[config.mk]
export PLATFORM = sky130hd
export DESIGN_NAME = jls_front
export DESIGN_NICKNAME = d
export VERILOG_FILES = /design/src/hw/rtl/jls_pkg.sv /design/src/hw/rtl/jls_front.sv
export SDC_FILE = /design/constraint.sdc
export NUM_CORES = 1
export LEC_CHECK = 0
export BUFFER_PORTS_ARGS = -buffer_cell sky130_fd_sc_hd__buf_2
export CORE_MARGIN = 3
export CORE_UTILIZATION = 50
export CTS_BUF_LIST = sky130_fd_sc_hd__clkbuf_8
export DETAILED_ROUTE_END_ITERATION = 12
export HOLD_SLACK_MARGIN = 0.15
export PLACE_DENSITY = 0.76
export RECOVER_POWER = 25
export SLEW_MARGIN = 20
export SYNTH_ARGS = -nofsm -noshare
export SYNTH_HDL_FRONTEND = slang
export SYNTH_SLANG_ARGS = --single-unit
[constraint.sdc]
create_clock -name clk -period 4.8 [get_ports clk]
set_input_delay 0.24 -clock clk [delete_from_list [all_inputs] [get_ports clk]]
set_output_delay 0.24 -clock clk [all_outputs]
set_load 0.1 [all_outputs]
[src/hw/rtl/jls_pkg.sv]
`timescale 1ns / 1ps
// ----------------------------------------------------------------------------
// jls_pkg
// Shared types and constants of the Jacobi linear solver: beat formats,
// opcodes, status codes, configuration register indexes and queue commands.
// ----------------------------------------------------------------------------
package jls_pkg;

	localparam int MAX_SIZE = 16;
	localparam int IDX_W    = 4;
	localparam int DIM_W    = 5;
	localparam int VAL_W    = 32;
	localparam int CNT_W    = 16;
	localparam int MADDR_W  = 2 * IDX_W;
	localparam int MDEPTH   = MAX_SIZE * MAX_SIZE;

	// Input opcodes.
	localparam logic [2:0] OP_SET_A = 3'd0;
	localparam logic [2:0] OP_ADD_A = 3'd1;
	localparam logic [2:0] OP_SET_R = 3'd2;
	localparam logic [2:0] OP_SET_X = 3'd3;
	localparam logic [2:0] OP_SOLVE = 3'd4;

	// Result status codes.
	localparam logic [1:0] ST_OK     = 2'd0;
	localparam logic [1:0] ST_RANGE  = 2'd1;
	localparam logic [1:0] ST_CONV   = 2'd2;
	localparam logic [1:0] ST_NOCONV = 2'd3;

	// Configuration register indexes.
	localparam logic [1:0] CFG_SIZE  = 2'd0;
	localparam logic [1:0] CFG_TOL   = 2'd1;
	localparam logic [1:0] CFG_MAXIT = 2'd2;

	typedef enum logic [2:0] {
		K_SET_A,
		K_ADD_A,
		K_SET_R,
		K_SET_X,
		K_SOLVE,
		K_REJECT
	} kind_t;

	typedef struct packed {
		logic [2:0]              opcode;
		logic [4:0]              row_index;
		logic [4:0]              col_index;
		logic signed [VAL_W-1:0] entry_value;
	} in_t;

	typedef struct packed {
		logic [1:0]              status;
		logic [IDX_W-1:0]        out_index;
		logic signed [VAL_W-1:0] out_value;
		logic [CNT_W-1:0]        iteration_count;
		logic                    zero_diagonal;
		logic                    last;
	} out_t;

	typedef struct packed {
		kind_t                   kind;
		logic [IDX_W-1:0]        row;
		logic [IDX_W-1:0]        col;
		logic signed [VAL_W-1:0] value;
	} cmd_t;

endpackage

[src/hw/rtl/jls_front.sv]
`timescale 1ns / 1ps
// ----------------------------------------------------------------------------
// jls_front
// Accepts input beats, decodes the opcode, checks indexes against the size
// in use and queues the resulting commands in a two-entry queue.
// ----------------------------------------------------------------------------
module jls_front import jls_pkg::*; (
	input  logic             clk,
	input  logic             arst_n,
	input  logic             in_valid,
	output logic             in_ready,
	input  in_t              in_data,
	input  logic [DIM_W-1:0] n_eff,
	output logic             cmd_valid,
	input  logic             cmd_ready,
	output cmd_t             cmd
);

	cmd_t       q_mem [2];
	logic       wp_q;
	logic       rp_q;
	logic [1:0] cnt_q;
	cmd_t       cls;
	logic       row_ok;
	logic       col_ok;
	logic       push;
	logic       pop;

	// Classify the incoming beat.
	always_comb begin
		row_ok    = in_data.row_index < n_eff;
		col_ok    = in_data.col_index < n_eff;
		cls.row   = in_data.row_index[IDX_W-1:0];
		cls.col   = in_data.col_index[IDX_W-1:0];
		cls.value = in_data.entry_value;
		unique case (in_data.opcode)
			OP_SET_A: cls.kind = (row_ok && col_ok) ? K_SET_A : K_REJECT;
			OP_ADD_A: cls.kind = (row_ok && col_ok) ? K_ADD_A : K_REJECT;
			OP_SET_R: cls.kind = row_ok ? K_SET_R : K_REJECT;
			OP_SET_X: cls.kind = row_ok ? K_SET_X : K_REJECT;
			OP_SOLVE: cls.kind = K_SOLVE;
			default:  cls.kind = K_REJECT;
		endcase
	end

	assign in_ready  = (cnt_q != 2'd2);
	assign push      = in_valid && in_ready;
	assign cmd_valid = (cnt_q != 2'd0);
	assign pop       = cmd_valid && cmd_ready;
	assign cmd       = q_mem[rp_q];

	// Queue payload.
	always_ff @(posedge clk) begin
		if (push) begin
			q_mem[wp_q] <= cls;
		end
	end

	// Queue pointers and fill count.
	always_ff @(posedge clk or negedge arst_n) begin
		if (!arst_n) begin
			wp_q  <= 1'b0;
			rp_q  <= 1'b0;
			cnt_q <= 2'd0;
		end else begin
			if (push) begin
				wp_q <= ~wp_q;
			end
			if (pop) begin
				rp_q <= ~rp_q;
			end
			if (push && !pop) begin
				cnt_q <= cnt_q + 2'd1;
			end else if (pop && !push) begin
				cnt_q <= cnt_q - 2'd1;
			end
		end
	end

endmodule

Word-level counts from Yosys, hierarchy flattened
Memories as Yosys holds them, arrays and structs flattened.
Cells that the tools add are included.
W data, S select, Z words.
- equal/unequal tests: 5
- muxes and demuxes: 9
- bitwise gates (word level): 2
- add/subtract/negate cells: 2
- reductions and logical operators: 10
- order comparisons: 2
- operators with widths (operator ; count):
    $pmux W3 S5 ; 1
    $mux W3 ; 4
    $lt A5 B5 Y1 ; 2
    $eq A3 B2 Y1 const B ; 2
    $logic_and A1 B1 Y1 ; 5
    $mux W2 ; 2
    $reduce_bool A2 Y1 ; 2
    $eq A3 B1 Y1 const B ; 1
    $eq A3 B3 Y1 const B ; 1
    $logic_not A3 Y1 ; 1
    $add A2 B1 Y2 const B ; 1
    $logic_not A1 Y1 ; 2
    $mux W1 ; 2
    $ne A2 B2 Y1 const B ; 1
    $not A1 Y1 ; 2
    $sub A2 B1 Y2 const B ; 1
- bits in writable memories: 86
- memories: 1
- bits in registers: 4
- memory list (memory ; depth ; width ; read ports ; clocked after Yosys merged registers in ; write ports ; RTL line ; RTL):
    q_mem ; 2 ; 43 ; 1 ; 0 ; 1 ; jls_front.sv:19 ; cmd_t q_mem [2];

Logic depth before layout (Yosys ltp)
- word-level depth: 6
- depth in mapped cells: 7
- depth with buffers taken out: 7

Worst setup path before layout
No wires, ideal clock.
- kind: reg2reg
- from: reg cnt_q[0]
- to: mem q_mem[0][0] in the netlist's numbering, enable pin
- setup slack: 1.059 ns
- data required time: 4.356 ns
- arrival: 3.297 ns
- cell stages (with the launch flop): 4
- buffers on the path: 0
- setup time: 0.444 ns
- clock period less this slack: 3.741 ns
- cell sequence: dfrtp_1 nand2b_1 nand2_1 nor2_1
- cells in the longest elaborated chain, start to end: 4
- ends and longest elaborated chain (item ; RTL line ; RTL):
    start: declaration ; jls_front.sv:22 ; logic [1:0] cnt_q;
    start signal: assignment ; jls_front.sv:73 ; cnt_q <= cnt_q + 2'd1;
    start signal: assignment ; jls_front.sv:75 ; cnt_q <= cnt_q - 2'd1;
    $ne A2 B2 Y1 ; jls_front.sv:46 ; assign in_ready = (cnt_q != 2'd2);
    net in_ready ; jls_front.sv:11 ; output logic in_ready,
    $logic_and A1 B1 Y1 ; jls_front.sv:47 ; assign push = in_valid && in_ready;
    $mux W1 ; jls_front.sv:54 ; if (push) begin
    $mux W1 (not written as such) ; jls_front.sv:55 ; q_mem[wp_q] <= cls;
    end: declaration ; jls_front.sv:19 ;
The timed path passes the listed nets, and every way through them passes these cells.

==> results.sh <==
export IMPL_outcome="finished, final reports clean"
export IMPL_ys_warn_count=0
export IMPL_period_minus_slack_ns=2.44
export IMPL_fmax_mhz=409
export IMPL_slew_violations=0
export IMPL_crit_fanout=34
export IMPL_rr_worst_depth=2
export IMPL_initial_utilization_pct=52.8
export IMPL_place_gp_congestion=0.754
export IMPL_placed_cell_area_um2=4270
export IMPL_antennaDiodeCount=0
export IMPL_layout_common_cells="edfxtp_1 (86), buf_2 (76), dlygate4sd3_1 (41)"
export IMPL_whs_path_depth=3
export IMPL_drive_gt1_share_pct=41.7
export IMPL_synthesis_nets=245
export IMPL_path_delay_family="buffers and inverters"
export IMPL_r2r_start="cnt_q[0]"
export IMPL_viasPerCell=4.83
export IMPL_finalSetupViolCount=0
export IMPL_clk_latency_ns=0.33
export IMPL_final_common_cell="edfxtp_1"
export IMPL_setup_tns_ns=0
export IMPL_io_buffers=98
export IMPL_core_um2=6980
export IMPL_layout_nets=392
export IMPL_ctsHtreeMaxLevel=3
export IMPL_die_h_um=91.9
export IMPL_hold_end="rp_q"
export IMPL_die_area_um2=8440
export IMPL_synth_area_um2=3690
export IMPL_slowest_delay_ns=0.57
export IMPL_synth_avg_cell_area_um2=20.3
export IMPL_clkSinkCount=90
export IMPL_ios=99
export IMPL_cts_setup_buffers=0
export IMPL_cp_end_kind="output pin"
export IMPL_drv_cap=0
export IMPL_crit_type="flip-flop to output pin"
export IMPL_rsz0062_at_grt="no"
export IMPL_hold_start="cmd_ready"
export IMPL_die_w_um=91.9
export IMPL_hpwl_mm=4.14
export IMPL_grt_pass1_wl_mm=10.5
export IMPL_finalCritPeriodShare_pct=50.9
export IMPL_setup_ws_ns=2.36
export IMPL_path_clk_slew_ns=0.07
export IMPL_area_growth_synth_to_final_pct=32.4
export IMPL_grt_pass1_vias=2177
export IMPL_cts_buffer_depth=2
export IMPL_crit_slowest_cell="dfrtp_2"
export IMPL_vias=2074
export IMPL_pre_cts_slack_ns=2.69
export IMPL_cts_tree="built"
export IMPL_hp_class="input pin to flip-flop"
export IMPL_grt_util_all_layers_pct=16.3
export IMPL_arrival_ns=2.20
export IMPL_antenna_found_initial=0
export IMPL_synthCells=182
export IMPL_crit_chain="buf_4, mux2_2, buf_2"
export IMPL_stdcell_area_um2=4880
export IMPL_grt_max_degree=44
export IMPL_remaining_drc_errors=0
export IMPL_wl_per_cell_um=15.4
export IMPL_utilization_pct=69.9
export IMPL_worst_pin_slew_ns=1.03
export IMPL_cts_root_buf="clkbuf_8"
export IMPL_cts_made_buffers=9
export IMPL_hold_violations=0
export IMPL_rrSetupSlack_ns=2.95
export IMPL_cp_buffers_inverters=2
export IMPL_drt_initial_drc_count=88
export IMPL_final_antenna_net_count=0
export IMPL_worst_r2r_endpoint="q_mem[1][37]"
export IMPL_startpoint_type="flip-flop"
export IMPL_ys_seq_elements=90
export IMPL_overflow=0
export IMPL_ys_seq_area_share_pct=72.7
export IMPL_relSlewSlack_pct=31.4
export IMPL_skew_ns=0.00713
export IMPL_routed_wl_mm=6.61
export IMPL_required_ns=4.56
export IMPL_dr_pass1_iters=4
export IMPL_ys_types=24
export IMPL_rows=30
-- area by class of cell --
cell class	instances	area, um2
Clock buffer	9	124
Multi-Input combinational cell	82	940
Inverter	5	18.8
Tap cell	96	120
Timing Repair Buffer	141	888
Sequential cell	90	2680
Fill cell	477	2100
Clock inverter	6	108
-- worst min-delay path, cell delays in order --
cell and delay (ns):
buf_2 0.10, nand2_1 0.09, xnor2_1 0.07
-- flip-flops by register name, summed over array words and instances (netlist names) --
register	cells
q_mem	86
cnt_q	2
rp_q	1
wp_q	1
-- synthesized netlist by cell type --
master    instances  area share (%)
edfxtp_1         86              70
mux2_4           39              16
ha_1              9             3.1
buf_6             5             1.5
inv_1             5            0.51
dfrtp_1           4             2.7
mux2_2            4             1.2
nand2_1           4            0.41
nor2_1            4            0.41
a21oi_1           3            0.41
xnor2_1           3            0.71
nor2b_1           2            0.34
o21ai_1           2            0.27
xor2_1            2            0.47
a211o_1           1            0.24
a31oi_1           1            0.17
a31oi_2           1            0.34
and2_1            1            0.17
and3_1            1            0.17
nand2b_1          1            0.17
nand3b_1          1            0.20
nand4b_1          1            0.24
nor3b_1           1            0.20
or2_1             1            0.17
-- worst max path at each step --
stage                   from          end  slack (ns)  depth (start not counted)
detailed placement      rp_q       cmd[7]        2.69                          3
global route            rp_q      cmd[21]        2.25                          3
finish                  rp_q       cmd[1]        2.36                          3
global placement        rp_q      cmd[42]        2.72                          3
floorplan           cnt_q[0]  q_mem[0][0]        1.06                          3
CTS                     rp_q       cmd[7]        2.32                          3
-- stage by stage --
stage | hold slack, ns | cells
2_1_floorplan | -0.0556 | 182
3_3_place_gp | 0.0511 | 373
3_5_place_dp | 0.0546 | 373
4_1_cts | 0.199 | 429
5_1_grt | 0.225 | 429
6_report | 0.207 | 429
-- logic make-up after synthesis --
logic type | share of synthesized area (%)
fa+ha+maj | 3.05
buf+inv | 2.04
mux | 17.1
xor+xnor | 1.19
simple gates | 2.48
compound gates | 1.42
flops | 72.7
-- what timing repair did --
| item | CTS | global route |
|---|---|---|
| endpoints found under the hold margin | 84 | 0 |
| hold buffers | 41 | 0 |
| gates resized for setup | 0 | 0 |
-- routing by layer --
layer | track usage, % | vias up | share of wire (%)
met3 | 4.10 | 5 | 6.7
li1 | - | 990 | -
met4 | 5.57 | 0 | 0.70
met2 | 28.2 | 71 | 52
met5 | 0 | - | 0
met1 | 19.9 | 1008 | 40
Power is not shown: default switching activity piles up to over one toggle a cycle in this logic, so the estimate is an artifact.
